`src/rtl/assert_macros.svh`:
```
// assertion macros, sampled on clk and disabled while rst is high
`ifndef ASSERT_MACROS_SVH
`define ASSERT_MACROS_SVH

// same-cycle implication
`define ASSERT_SAME(label, ante, cons, msg) \
  label: assert property (@(posedge clk) disable iff (rst) (ante) |-> (cons)) \
    else $error(msg);

// next-cycle implication
`define ASSERT_NEXT(label, ante, cons, msg) \
  label: assert property (@(posedge clk) disable iff (rst) (ante) |=> (cons)) \
    else $error(msg);

`endif

```
`src/rtl/s2dec_pkg.sv`:
```
`default_nettype none
package s2dec_pkg;

  localparam int unsigned VALUE_W = 32;
  localparam int unsigned CHAR_W  = 8;
  localparam int unsigned DIGIT_W = 4;

  localparam logic [CHAR_W-1:0]  CHAR_MINUS = 8'd45;
  localparam logic [CHAR_W-1:0]  CHAR_ZERO  = 8'd48;
  localparam logic [DIGIT_W-1:0] DIGIT_MAX  = 4'd9;
  localparam logic [DIGIT_W-1:0] BCD_FIX_AT = 4'd5;
  localparam logic [DIGIT_W-1:0] BCD_FIX    = 4'd3;

endpackage
`default_nettype wire

```
`src/rtl/signed_int_to_decimal_ascii_unit.sv`:
```
// operation: after the item is taken, shift-and-add-3 conversion of the magnitude,
//   then dropping leading zeros, then loading the first character,
//   then one character per cycle while m_tready is high
// the bit-serial double-dabble loop and the character output keep the block busy; it takes
//   no new value until the last character of the previous one has been accepted
// reset: synchronous active-high rst returns the sequencer to idle and drops m_tvalid
`default_nettype none
module signed_int_to_decimal_ascii_unit #(
  parameter int unsigned VALUE_BITS = 32
) (
  input  wire logic                          clk,
  input  wire logic                          rst,
  input  wire logic                          s_tvalid,
  output logic                               s_tready,
  input  wire logic [s2dec_pkg::VALUE_W-1:0] s_tdata,  // [31:0] value
  output logic                               m_tvalid,
  input  wire logic                          m_tready,
  output logic [s2dec_pkg::CHAR_W-1:0]       m_tdata,  // [7:0] char_code
  output logic                               m_tlast   // is_last
);
  import s2dec_pkg::*;

  // decimal digits needed for a VALUE_BITS-bit magnitude
  localparam int unsigned NDIG   = ((VALUE_BITS * 1233) >> 12) + 1;
  localparam int unsigned BCD_W  = NDIG * DIGIT_W;
  localparam int unsigned EXT_W  = (VALUE_BITS > VALUE_W) ? VALUE_BITS : VALUE_W;
  localparam int unsigned CNT_W  = $clog2(VALUE_BITS);
  localparam int unsigned LEFT_W = $clog2(NDIG + 1);

  typedef enum logic [2:0] {
    ST_IDLE,
    ST_CONV,
    ST_SKIP,
    ST_SIGN,
    ST_DIGIT
  } state_t;

  state_t                  state;
  logic [VALUE_BITS-1:0]   mag;
  logic [BCD_W-1:0]        bcd;
  logic [CNT_W-1:0]        cnt;
  logic [LEFT_W-1:0]       left;
  logic                    neg;

  logic [EXT_W-1:0]        in_ext;
  logic [VALUE_BITS-1:0]   in_val;
  logic [BCD_W-1:0]        bcd_adj;
  logic [BCD_W-1:0]        bcd_next;
  logic [DIGIT_W-1:0]      top_digit;
  logic [DIGIT_W-1:0]      second_digit;

  assign in_ext       = EXT_W'(s_tdata);
  assign in_val       = in_ext[VALUE_BITS-1:0];
  assign top_digit    = bcd[BCD_W-1 -: DIGIT_W];
  assign second_digit = bcd[BCD_W-DIGIT_W-1 -: DIGIT_W];
  assign s_tready     = (state == ST_IDLE);

  // add-3 correction, every digit corrected in parallel
  always_comb begin
    for (int d = 0; d < NDIG; d++) begin
      if (bcd[d*DIGIT_W +: DIGIT_W] >= BCD_FIX_AT) begin
        bcd_adj[d*DIGIT_W +: DIGIT_W] = bcd[d*DIGIT_W +: DIGIT_W] + BCD_FIX;
      end else begin
        bcd_adj[d*DIGIT_W +: DIGIT_W] = bcd[d*DIGIT_W +: DIGIT_W];
      end
    end
    bcd_next = {bcd_adj[BCD_W-2:0], mag[VALUE_BITS-1]};
  end

  always_ff @(posedge clk) begin
    if (rst) begin
      state    <= ST_IDLE;
      m_tvalid <= 1'b0;
    end else begin
      case (state)
        ST_IDLE: begin
          if (s_tvalid) begin
            neg   <= in_val[VALUE_BITS-1];
            mag   <= in_val[VALUE_BITS-1] ? (~in_val + 1'b1) : in_val;
            bcd   <= '0;
            cnt   <= CNT_W'(VALUE_BITS - 1);
            state <= ST_CONV;
          end
        end
        ST_CONV: begin
          bcd <= bcd_next;
          mag <= {mag[VALUE_BITS-2:0], 1'b0};
          cnt <= cnt - 1'b1;
          if (cnt == '0) begin
            left  <= LEFT_W'(NDIG);
            state <= ST_SKIP;
          end
        end
        ST_SKIP: begin
          // drop leading zeros, keep at least one digit
          if (top_digit == '0 && left != LEFT_W'(1)) begin
            bcd  <= {bcd[BCD_W-DIGIT_W-1:0], {DIGIT_W{1'b0}}};
            left <= left - 1'b1;
          end else if (neg) begin
            m_tvalid <= 1'b1;
            m_tdata  <= CHAR_MINUS;
            m_tlast  <= 1'b0;
            state    <= ST_SIGN;
          end else begin
            m_tvalid <= 1'b1;
            m_tdata  <= CHAR_ZERO + CHAR_W'(top_digit);
            m_tlast  <= (left == LEFT_W'(1));
            state    <= ST_DIGIT;
          end
        end
        ST_SIGN: begin
          if (m_tready) begin
            m_tdata <= CHAR_ZERO + CHAR_W'(top_digit);
            m_tlast <= (left == LEFT_W'(1));
            state   <= ST_DIGIT;
          end
        end
        ST_DIGIT: begin
          if (m_tready) begin
            if (m_tlast) begin
              m_tvalid <= 1'b0;
              state    <= ST_IDLE;
            end else begin
              bcd     <= {bcd[BCD_W-DIGIT_W-1:0], {DIGIT_W{1'b0}}};
              left    <= left - 1'b1;
              m_tdata <= CHAR_ZERO + CHAR_W'(second_digit);
              m_tlast <= (left == LEFT_W'(2));
            end
          end
        end
        default: begin
          m_tvalid <= 1'b0;
          state    <= ST_IDLE;
        end
      endcase
    end
  end

`include "assert_macros.svh"

  `ASSERT_SAME(a_busy_excl, s_tready, !m_tvalid, "input taken while a character is pending")
  `ASSERT_NEXT(a_take_busy, s_tvalid && s_tready, !s_tready, "ready held after taking an item")
  `ASSERT_SAME(a_sign_first, m_tvalid && m_tdata == CHAR_MINUS, !m_tlast, "sign flagged as last")
  `ASSERT_SAME(a_digit_rng, m_tvalid && m_tdata != CHAR_MINUS, (m_tdata >= CHAR_ZERO) && (m_tdata <= CHAR_ZERO + CHAR_W'(DIGIT_MAX)), "character is not a decimal digit")

endmodule
`default_nettype wire

```
`config.mk`:
```
export PLATFORM = sky130hd
export DESIGN_NAME = signed_int_to_decimal_ascii_unit
export DESIGN_NICKNAME = d
export VERILOG_FILES = /design/src/rtl/s2dec_pkg.sv /design/src/rtl/signed_int_to_decimal_ascii_unit.sv
export VERILOG_INCLUDE_DIRS = /design/src /design/src/rtl
export SDC_FILE = /design/constraint.sdc
export NUM_CORES = 1
export LEC_CHECK = 0
export BUFFER_PORTS_ARGS = -buffer_cell sky130_fd_sc_hd__buf_4
export CAP_MARGIN = 20
export CORE_MARGIN = 2
export CORE_UTILIZATION = 40
export DETAILED_ROUTE_END_ITERATION = 10
export GPL_ROUTABILITY_DRIVEN = 0
export HOLD_SLACK_MARGIN = 0.06
export PLACE_DENSITY = 0.63
export SYNTH_ARGS = -nofsm -noshare
export SYNTH_HDL_FRONTEND = slang
export SYNTH_SLANG_ARGS = --single-unit
```
`constraint.sdc`:
```
create_clock -name clk -period 5.1 [get_ports clk]
set_clock_uncertainty 0.1 [all_clocks]
set_input_delay 0.255 -clock clk [delete_from_list [all_inputs] [get_ports clk]]
set_output_delay 0.255 -clock clk [all_outputs]
set_load 0.03 [all_outputs]
```
Word level (Yosys, flattened, before mapping)
Index checks and enable logic that the tools add are counted.
Widths: inputs -> output; s select.

storage, ports and cells
  bits in registers = 95
  logic and storage cells = 118
  input bits = 36
  output and inout port bits = 11

operators by class
  $lt $le $gt $ge = 10
  bitwise gates (word level) = 3
  equal/unequal tests = 15
  reduce and logical (&&, ||, !) cells = 17
  mux-type cells = 49
  $add $sub $neg = 15

operator list
  kind                   number
  $mux 40                4
  $pmux 40 s4            1
  $mux 32                2
  $pmux 32 s2            1
  $mux 4                 13
  $ge 4x3->1 const B     10
  $add 4x2->4 const B    9
  $add 32x1->32 const B  1
  $mux 8                 4
  $not 32->32            1
  $mux 3                 8
  $pmux 8 s3             1
  $reduce_and 6->1       4
  $ne 2x2->1 const B     8
  $pmux 3 s5             1
  $add 6x4->7 const A    2
  $pmux 4 s3             1
  $pmux 5 s2             1
  $mux 1                 8
  $mux 7                 1
  $eq 3x2->1 const B     2
  $pmux 1 s3             2
  $reduce_and 3->1       2
  $reduce_bool 3->1      2
  other kinds (19)       20

Depth between registers and ports, before layout
Gate-level depths: netlist (run 1).

  depth after elaboration = 5
  mapped depth = 8
  depth with buffers taken out = 7

Worst setup path after synthesis (run 1)
OpenSTA, ideal clock, no wires.

  path kind = reg-to-reg
  start = reg state[2]
  end = reg cnt[0] (enable)
  path buffers = 4
  data arrival time = 3.231 ns
  library setup time = 0.439 ns
  stages on the path, launching flop included = 8
  period minus slack after synthesis = 3.770 ns
  path slack = 1.330 ns
  data required time = 4.561 ns
  cells stage by stage = dfxtp_1 -> clkbuf_1 -> nand2b_1 -> or2_2 -> clkbuf_1 -> clkbuf_1 -> buf_1 -> o21bai_1

on the way
  cells in the longest elaborated chain, start to end = 3
  elaborated cells on any way between the ends = 5
  classes of those cells = eq/ne (2); reduce/logical (3)

ends and longest elaborated chain
  what                                                              line                                    source
  start: declaration                                                signed_int_to_decimal_ascii_unit.sv:38  state_t state;
  start signal: assignment                                          signed_int_to_decimal_ascii_unit.sv:72  state <= ST_IDLE;
  start signal: assignment                                          signed_int_to_decimal_ascii_unit.sv:82  state <= ST_CONV;
  start signal: assignment                                          signed_int_to_decimal_ascii_unit.sv:91  state <= ST_SKIP;
  $eq 3x1->1 or $logic_not 3->1 (tied branches)                     signed_int_to_decimal_ascii_unit.sv:75  case (state)
  $reduce_bool 2->1 (no source line) or $ne 2x2->1 (tied branches)  n/a
  $reduce_and 3->1 (no source line) *                               n/a
  end signal: assignment                                            signed_int_to_decimal_ascii_unit.sv:81  cnt <= CNT_W'(VALUE_BITS - 1);
  end signal: assignment                                            signed_int_to_decimal_ascii_unit.sv:88  cnt <= cnt - 1'b1;
  end: declaration                                                  signed_int_to_decimal_ascii_unit.sv:41  logic [CNT_W-1:0] cnt;

Every way passes the cells marked *; elsewhere a longest branch is shown, timed or not.
A chain may end at the register's enable or synchronous reset.

Worst setup path in the final report (run 1)
  start = reg left[1]
  end = reg m_tdata[2] (netlist name) (enable)

on the way
  cells in the longest elaborated chain, start to end = 4

ends and longest elaborated chain
  what                               line                                     source
  start: declaration                 signed_int_to_decimal_ascii_unit.sv:42   logic [LEFT_W-1:0] left;
  start signal: assignment           signed_int_to_decimal_ascii_unit.sv:90   left <= LEFT_W'(NDIG);
  start signal: assignment           signed_int_to_decimal_ascii_unit.sv:98   left <= left - 1'b1;
  start signal: assignment           signed_int_to_decimal_ascii_unit.sv:125  left <= left - 1'b1;
  $ne 4x1->1                         signed_int_to_decimal_ascii_unit.sv:96   if (top_digit == '0 && left != LEFT_W'(1)) begin
  $logic_and 1x1->1                  signed_int_to_decimal_ascii_unit.sv:96
  $ne 2x2->1 (no source line)        n/a
  $reduce_and 6->1 (no source line)  n/a
  end signal: assignment             signed_int_to_decimal_ascii_unit.sv:106  m_tdata <= CHAR_ZERO + CHAR_W'(top_digit);
  end signal: assignment             signed_int_to_decimal_ascii_unit.sv:113  m_tdata <= CHAR_ZERO + CHAR_W'(top_digit);
  end signal: assignment             signed_int_to_decimal_ascii_unit.sv:126  m_tdata <= CHAR_ZERO + CHAR_W'(second_digit);
  end: declaration                   signed_int_to_decimal_ascii_unit.sv:18   output logic [s2dec_pkg::CHAR_W-1:0] m_tdata,

Every way passes these cells.

==> run metrics, run 1 <==
worst hold slack=177 ps; Final Hold Viols=0; Worst Path Arrival=2640 ps; r2r setup slk=2330 ps; total track usage=0.160; hpwl dp=7720 um; pin count of the biggest net entering global routing=60; HP Class=primary input to flip-flop; Final ANT Viol Nets=0; # Max-Cap Violations=0; core area=0.0139 mm2; I/O Buffers=43; ratio of final minimum period to clock period=0.542; Mapped Area=0.00569 mm2; fmax=0.362 GHz; num ports=47; Final min period=2770 ps; endpoints failing setup=0; CTS tree=done; Seq/Total Area, Yosys=0.479; Syn Inst Count=576; setup TNS=0 ps; P&R area growth vs syn=13.5%; Async S/R FF share, synth=0; diode count=0; global-route wire length before repair=19200 um; clock latency on the worst-skew pair=340 ps; YS warnings=0; # Post-CTS Setup Buffers=0; Peak VDD IR=185 uV; Yosys reg bits=92; grt ovf=0; row count=43; fin. max-slew vios=0; NumNets Final=667; Initial DRC Count=273; initial core utilization=0.410; Critical Path RT=4980 ps; final wirelength=11500 um; RSZ-0062 raised after global routing=false; Rel. slew slack=0.560; worst-margin pin slew=655 ps; Die ar.=0.0152 mm2; clock sinks=92; initial antenna violation count=0; WS Path Type=flip-flop to flip-flop; layout cell share with drive strength beyond 1=0.130; DR pass1 iterations=5; status=complete, no violations; clock slew at reported path FFs=60 ps; Worst setup SP type=flip-flop; H-tree Lvls=3; largest fanout on the critical path=5; die boundary height=123 um; drt wl/cell=14.5 um; drt drc=0; synthesized area per cell=9.87 um2; DR vias=4224; Netlist cell types=56; routed vias/inst=5.35; total CTS buffers=9; Top FF cell, synth=edfxtp_1; vias in the first global route=4007; Root Buffer=clkbuf_16; leak pwr=2.32 nW; number of flops mapped to enable cells by yosys=88; Setup crit end kind=flip-flop; pwr/cell area=384 mW/mm2; CTS Buffer Depth=2; chip width=123 um
[what timing repair did]
action,in CTS,in global routing
setup endpoints to repair,0,0
gates resized for setup,0,0
endpoints found under the hold margin,2,0
hold buffers,1,0
[sequential cells by signal, indices dropped and copies added (netlist names)]
register  count
bcd          40
mag          32
cnt           5
m_tdata       5
left          4
state         3
m_tlast       1
m_tvalid      1
neg           1
[critical path, cell delays in order (launching register included)]
cell and delay [ps]:
edfxtp_1 410, inv_1 100, ha_1 130, or3b_2 470, a31o_2 270, a211oi_1 180, o21bai_1 170, a21boi_0 570
[per-layer routing]
| metal | wire [um] | part of all wire | track usage |
|---|---|---|---|
| met5 | 0 | 0 | 0 |
| met1 | 5440 | 0.47 | 0.212 |
| met4 | 120 | 0.010 | 0.0582 |
| met3 | 500 | 0.044 | 0.0351 |
| met2 | 5400 | 0.47 | 0.256 |
[layout make-up]
| class | count | area, um2 |
|---|---|---|
| Sequential cell | 92 | 2720 |
| Clock buffer | 13 | 260 |
| Fill cell | 1310 | 7430 |
| Tap cell | 180 | 225 |
| Multi-Input combinational cell | 424 | 2730 |
| Inverter | 29 | 109 |
| Clock inverter | 3 | 21.3 |
| Timing Repair Buffer | 49 | 383 |
[final timing paths]
check                               from  depth (start not counted)    endpoint
worst min-delay path            m_tready                          4    state[0]
worst min register to register  m_tvalid                          2    m_tvalid
worst max-delay path             left[1]                          7  m_tdata[2]
worst max register to register   left[1]                          7  m_tdata[2]
[layout by cell type, fill, tap and decap left out, types with 6 or more instances in the layout]
cell type	instances
or4_1	6
nor3b_1	12
clkbuf_16	9
edfxtp_1	88
nor2_1	32
xnor2_1	14
nand2_1	72
xor2_1	33
nor3_1	6
a21oi_1	45
o21ai_0	61
inv_1	29
ha_1	26
buf_4	47
o21ai_1	8
o31ai_1	18
nand2b_1	15
a22o_1	9
[cell usage after synthesis, types with 2 or more instances]
cell type,count,area (um2)
a21oi_1,46,230
a22o_1,9,78.8
a22oi_1,2,15.0
and2_1,3,18.8
buf_1,2,7.51
buf_4,3,22.5
buf_6,2,22.5
clkbuf_1,24,90.1
conb_1,2,7.51
dfxtp_1,4,80.1
edfxtp_1,88,2640
ha_1,26,325
inv_1,29,109
nand2_1,72,270
nand2b_1,15,93.8
nand3_1,4,20.0
nor2_1,33,124
nor2b_1,5,31.3
nor3_1,6,30.0
nor3b_1,12,90.1
nor4_1,2,12.5
nor4b_1,2,17.5
o21a_1,2,15.0
o21ai_0,61,305
o21ai_1,8,40.0
o21bai_1,2,15.0
o22a_1,2,17.5
o22ai_1,2,12.5
o31ai_1,18,135
o41ai_1,4,35.0
o41ai_2,4,65.1
or2_2,3,18.8
or3_1,5,31.3
or4_1,6,45.0
or4_4,2,22.5
xnor2_1,14,123
xor2_1,33,289
[through the flow]
stage / utilization / setup slack [ps] / cells / power, mW / instance area (um2)
finish: 0.465 / 2330 / 790 / 2.48 / 6450
floorplan: - / 1330 / 577 / 1.65 / 5690
global placement: 0.442 / 2390 / 772 / 1.82 / 6140
global route: 0.465 / 2080 / 790 / 2.64 / 6450
detailed placement: 0.442 / 2320 / 772 / 1.86 / 6140
CTS: 0.463 / 2330 / 789 / 2.50 / 6430
[power by group]
group	switching [mW]	internal, mW	leakage, nW
sequential	0.112	1.05	0.858
clock	0.278	0.358	0.136
combinational	0.419	0.266	1.33
[logic make-up after synthesis]
| kind of cell | share of synthesized area |
|---|---|
| AND/OR/NAND/NOR | 0.154 |
| AO/OA/AOI/OAI | 0.189 |
| flip-flops | 0.479 |
| buffers and inverters | 0.0451 |
| XOR/XNOR | 0.0724 |
| adder cells (fa/ha/maj) | 0.0572 |
| other | 0.00132 |
| multiplexers | 0.00176 |
Power figures use the tool's default switching activity.
==> run 2: changes to the inputs <==
- PLACE_DENSITY: 0.63 -> 0.65
- clock period: 5.1 -> 2.4 ns (I/O delays scaled with it)
==> run 2 against run 1 <==
  * Worst hold slack got worse by 100 ps
  * Sequential power rose by 110%
  * Clock power rose by 100%
  * Highest routed layer unchanged
  * Non-clock buffer count rose by 34
==> run metrics, run 2 (synthesis gave the netlist of run 1 again) <==
grt ovf=0 (unchanged); CP Buf/Inv Count=2 (+1); Top Registers=bcd x40, mag x32; final wirelength=12000 um (+4.5%); HP Class=primary input to flip-flop; initial core utilization=0.410 (unchanged); row count=43 (unchanged); pwr/cell area=783 mW/mm2 (+100%); Final Hold Viols=0 (unchanged); Biggest register=bcd; P&R area growth vs syn=20.4%; diode count=0 (unchanged); clock slew at reported path FFs=60 ps (about the same); hpwl dp=7950 um (+3.0%); layout cell share with drive strength beyond 1=0.171 (+0.0413); min-delay src=s_tdata[19]; core area=0.0139 mm2 (unchanged); global-route wire length before repair=19700 um (+2.5%); Root Buffer=clkbuf_16; initial antenna violation count=0 (unchanged); die boundary height=123 um (unchanged); Peak VDD IR=372 uV (+100%); Reg2Reg Depth=9 (+2); most frequent cells in the layout=88 x edfxtp_1, 72 x nand2_1, 64 x buf_4, 61 x o21ai_0, 44 x a21oi_1; leak pwr=2.51 nW (+8.0%); Rel. slew slack=0.651 (+0.0913); drt drc=0 (unchanged); Final min period=2340 ps; non-filler instance count after layout=824 (+4.3%); CTS tree=done; Tot Pwr=5.36 mW (+120%); most common cell after layout, fill and taps aside=edfxtp_1; Placed Area=0.00633 mm2 (+3.1%); status=complete, no violations; clock latency on the worst-skew pair=350 ps (about the same); DR pass1 iterations=5 (unchanged); RR Startpoint=left[1]; H-tree Lvls=3 (unchanged); pin count of the biggest net entering global routing=54 (-10%); vias in the first global route=4312 (+7.6%); # Max-Cap Violations=0 (unchanged); largest fanout on the critical path=8 (+3); Hold Path Depth=3 (-1); Reg-to-Reg End=bcd[2]; clock sinks=92 (unchanged); ratio of final minimum period to clock period=0.973; post-route setup slack=64.2 ps (-2270 ps); fmax=0.428 GHz; chip width=123 um (unchanged); Worst setup SP type=primary input; CP delay by family, top=simple AND/OR/NAND/NOR gates; fin area=0.00684 mm2 (+6.0%); Initial DRC Count=284 (+4.0%); hold path endpoint=mag[19]; WS Path Type=primary input to flip-flop; routed vias/inst=5.29 (-0.99%); DR vias=4362 (+3.3%); peak per-stage delay on the critical path=610 ps (+40 ps); worst hold slack=72.1 ps (-105 ps); r2r setup slk=150 ps (-2180 ps); Critical Path RT=2390 ps (-2590 ps); max reg flops=40 (unchanged); total track usage=0.164 (+0.00398); num ports=47 (unchanged); I/O Buffers=43 (unchanged); worst-margin pin slew=523 ps (-131 ps); total CTS buffers=9 (unchanged); CTS Buffer Depth=2 (unchanged); Worst Setup Slack post-DPL=-162 ps (-2490 ps); Die ar.=0.0152 mm2 (unchanged); fin. max-slew vios=0 (unchanged); dpl cells=790 (+2.3%); Worst Path Arrival=2320 ps (-320 ps); Final ANT Viol Nets=0 (unchanged); Fillers=1270 (-3.1%); CP max stage cell=or4_4; Setup crit end kind=flip-flop; RSZ-0062 raised after global routing=false; NumNets Final=701 (+5.1%); setup TNS=0 ps (unchanged); CP cell instances=dlygate4sd3_1 -> buf_4 -> or2_2 -> or4_4 -> o41ai_4 -> xor2_1 -> a21oi_1; drt wl/cell=14.5 um (+0.16%); utilization after layout=0.493 (+0.0280); crit path from=s_tdata[12]; endpoints failing setup=0 (unchanged)
==> run 2: changes by cell type in the layout (fill, tap and decap cells not counted), sizes merged <==
| cell | change |
|---|---|
| clkinvlp | -1 |
| buf | +22 |
| clkinv | +1 |
| dlygate4sd3 | +10 |
| clkbuf | +2 |
==> run 2: repair_timing <==
| action | 4_1_cts | 5_1_grt |
|---|---|---|
| buffers inserted | 0 | 2 |
| endpoints found under the setup margin | 5 | 46 |
| gates resized for setup | 1 | 10 |
| cloned | 0 | 5 |
| endpoints found under the hold margin | 12 | 0 |
| hold buffers | 11 | 0 |
==> run 2: worst min-delay path, delay by kind of cell <==
kind,cells,cell delay [ps]
XOR/XNOR,1,60
AO/OA/AOI/OAI,1,130
buffers and inverters,1,90
==> run 2: area by class of cell <==
cell class	count	area [um2]	share of cell area
Clock buffer	13	240	0.0351
Clock inverter	3	13.8	0.00201
Inverter	29	109	0.0159
Multi-Input combinational cell	424	2790	0.408
Sequential cell	92	2720	0.398
Tap cell	180	225	0.0329
Timing Repair Buffer	83	738	0.108
==> run 2: worst max path at each step <==
stage / to / depth (start not counted) / slack, ps
2_1_floorplan: cnt[0] / 7 / 8
3_3_place_gp: mag[28] / 8 / -120
4_1_cts: m_tdata[3] / 7 / 10
6_report: mag[28] / 7 / 60
3_5_place_dp: mag[22] / 8 / -160
5_1_grt: mag[28] / 7 / 0.6
==> run 2: power breakdown <==
part | switching [mW] | internal [mW]
sequential | 0.219 | 2.22
combinational | 0.949 | 0.705
clock | 0.569 | 0.696
total | 1.74 | 3.62
==> run 2: per-layer routing <==
layer,vias up,wire length [um],global-route usage
met5,-,0,0
met4,0,102,0.0540
met3,8,613,0.0489
met2,101,5880,0.274
met1,2053,5380,0.202
li1,2200,-,-
==> run 3: changes to the inputs <==
- PLACE_DENSITY: 0.65 -> not set
==> run 3 against run 2 <==
  * Worst setup slack gained 15 ps
  * Non-clock buffer count fell by 1
  * Fmax rose by 0.64%
  * Register-to-register slack is essentially flat
  * Power increased by 1.7%
  * Largest power group unchanged
  * Final area rose by 0.22%
  * Flip-flop and latch count stayed put
  * Clock power is 4% higher
  * Sequential power about the same
  * Cell count fell by 0.12%
  * Utilization is 0.11 points higher
==> run metrics, run 3 (synthesis gave the netlist of run 1 again) <==
Setup crit end kind=flip-flop; clock power share=0.242 (+0.006); fin. max-slew vios=0 (unchanged); HP Class=primary input to flip-flop; WS Path Type=primary input to flip-flop; core area=0.0139 mm2 (unchanged); dpl cells=793 (+0.38%); fin area=0.00686 mm2 (+0.22%); routed vias/inst=5.32 (+0.49%); num ports=47 (unchanged); Logic pwr share=0.310 (about the same); drt drc=0 (unchanged); Final Hold Viols=0 (unchanged); total CTS buffers=9 (unchanged); CTS Buffer Depth=2 (unchanged); Top Registers=bcd x40, mag x32; P&R area growth vs syn=20.6%; drt wl/cell=14.7 um (+1.3%); most common cell after layout, fill and taps aside=edfxtp_1; RR Startpoint=left[1]; Root Buffer=clkbuf_16; non-filler instance count after layout=823 (-0.12%); total track usage=0.164 (about the same); grt ovf=0 (unchanged); Initial DRC Count=258 (-9.2%); Die ar.=0.0152 mm2 (unchanged); layout cell share with drive strength beyond 1=0.176 (+0.00493); Reg-to-Reg End=bcd[24]; Critical Path RT=2390 ps (about the same); # Max-Cap Violations=0 (unchanged); H-tree Lvls=3 (unchanged); DR vias=4378 (+0.37%); I/O Buffers=43 (unchanged); chip width=123 um (unchanged); die boundary height=123 um (unchanged); utilization after layout=0.494 (+0.00108); DR pass1 iterations=5 (unchanged); CP Buf/Inv Count=2 (unchanged); clock sinks=92 (unchanged); max reg flops=40 (unchanged); pin count of the biggest net entering global routing=50 (-7.4%); net switching power=1.78 mW (+2.6%); pwr/cell area=795 mW/mm2 (+1.5%); Final ANT Viol Nets=0 (unchanged); CP cell instances=dlygate4sd3_1 -> buf_4 -> or2_2 -> or4_4 -> o41ai_4 -> xor2_1 -> a21oi_1; hpwl dp=8280 um (+4.1%); initial core utilization=0.410 (unchanged); switch share=0.327 (+0.00269); P_int=3.67 mW (+1.3%); clock slew at reported path FFs=60 ps (about the same); Crit path depth=7 (unchanged); CP delay by family, top=simple AND/OR/NAND/NOR gates; Biggest register=bcd; ratio of final minimum period to clock period=0.967 (-0.00624); diode count=0 (unchanged); r2r setup slk=140 ps (about the same); final wirelength=12100 um (+1.2%); Placed Area=0.00638 mm2 (+0.75%); NumNets Final=700 (-0.14%); most frequent cells in the layout=88 x edfxtp_1, 72 x nand2_1, 65 x buf_4, 61 x o21ai_0, 45 x a21oi_1; Reg2Reg Depth=9 (unchanged); row count=43 (unchanged); Worst setup SP type=primary input; largest fanout on the critical path=8 (unchanged); leak pwr=2.52 nW (+0.43%); global-route wire length before repair=19700 um (about the same); initial antenna violation count=0 (unchanged); crit path from=s_tdata[12]; setup TNS=0 ps (unchanged); fmax=0.431 GHz (+0.64%); vias in the first global route=4192 (-2.8%); peak per-stage delay on the critical path=600 ps (about the same); Reg power frac=0.447 (-0.008); endpoints failing setup=0 (unchanged); Fillers=1284 (+1.1%); worst hold slack=72.1 ps (-0.0390 ps); status=complete, no violations; RSZ-0062 raised after global routing=false; clock latency on the worst-skew pair=340 ps (about the same); Worst Path Arrival=2310 ps (about the same); CTS tree=done; CP max stage cell=or4_4; end point of the critical path=mag[28]; Final min period=2320 ps (-15.0 ps); Peak VDD IR=343 uV (-7.8%)
run 3: worst min path at each step:
stage                to  slack (ps)  depth (start not counted)   startpoint
4_1_cts         mag[25]          60                          3  s_tdata[25]
5_1_grt         mag[13]          80                          3  s_tdata[13]
3_3_place_gp   state[2]         280                          2          rst
6_report        mag[25]          70                          3  s_tdata[25]
3_5_place_dp   m_tvalid         290                          2          rst
2_1_floorplan       neg         120                          0  s_tdata[31]
run 3: per-layer routing:
metal | global-route usage | routed length [um] | up-vias | share of wire
met4 | 0.0426 | 127 | 0 | 0.010
met1 | 0.209 | 5770 | 2082 | 0.48
met3 | 0.0452 | 543 | 8 | 0.045
li1 | - | - | 2195 | -
met5 | 0 | 0 | - | 0
met2 | 0.273 | 5670 | 93 | 0.47
run 3: power groups by stage:
stage / sequential [mW] / combinational [mW] / clock [mW]
2_1_floorplan: 2.42 / 1.13 / 0
6_report: 2.44 / 1.69 / 1.32
4_1_cts: 2.44 / 1.62 / 1.37
5_1_grt: 2.48 / 1.89 / 1.42
3_5_place_dp: 2.47 / 1.60 / 0
3_3_place_gp: 2.46 / 1.54 / 0
run 3: per-stage QoR:
stage               worst slack, ps  power [mW]
detailed placement             -163        4.07
finish                         79.2        5.45
CTS                            12.9        5.43
floorplan                      7.64        3.55
global placement               -105        4.00
global route                   4.93        5.79
run 3: area by class of cell:
| class | count | area, um2 | share of cell area |
|---|---|---|---|
| Clock buffer | 12 | 246 | 0.0359 |
| Clock inverter | 4 | 26.3 | 0.00383 |
| Inverter | 29 | 109 | 0.0159 |
| Multi-Input combinational cell | 424 | 2790 | 0.406 |
| Sequential cell | 92 | 2720 | 0.397 |
| Tap cell | 180 | 225 | 0.0328 |
| Timing Repair Buffer | 82 | 741 | 0.108 |
run 3: repair_timing:
action | in CTS | in global routing
gates resized for setup | 2 | 6
setup endpoints to repair | 5 | 46
hold buffers | 8 | 0
endpoints found under the hold margin | 10 | 0
gates cloned | 0 | 4
buffers inserted | 1 | 1
run 3: worst reg2reg max path: stages, from the launching register on:
cell and delay [ps]:
edfxtp_1 400, inv_2 80, ha_1 130, or3b_4 390
a31o_4 240, buf_4 130, a21oi_1 110, nor2_1 80
o21a_4 170, clkbuf_16 190
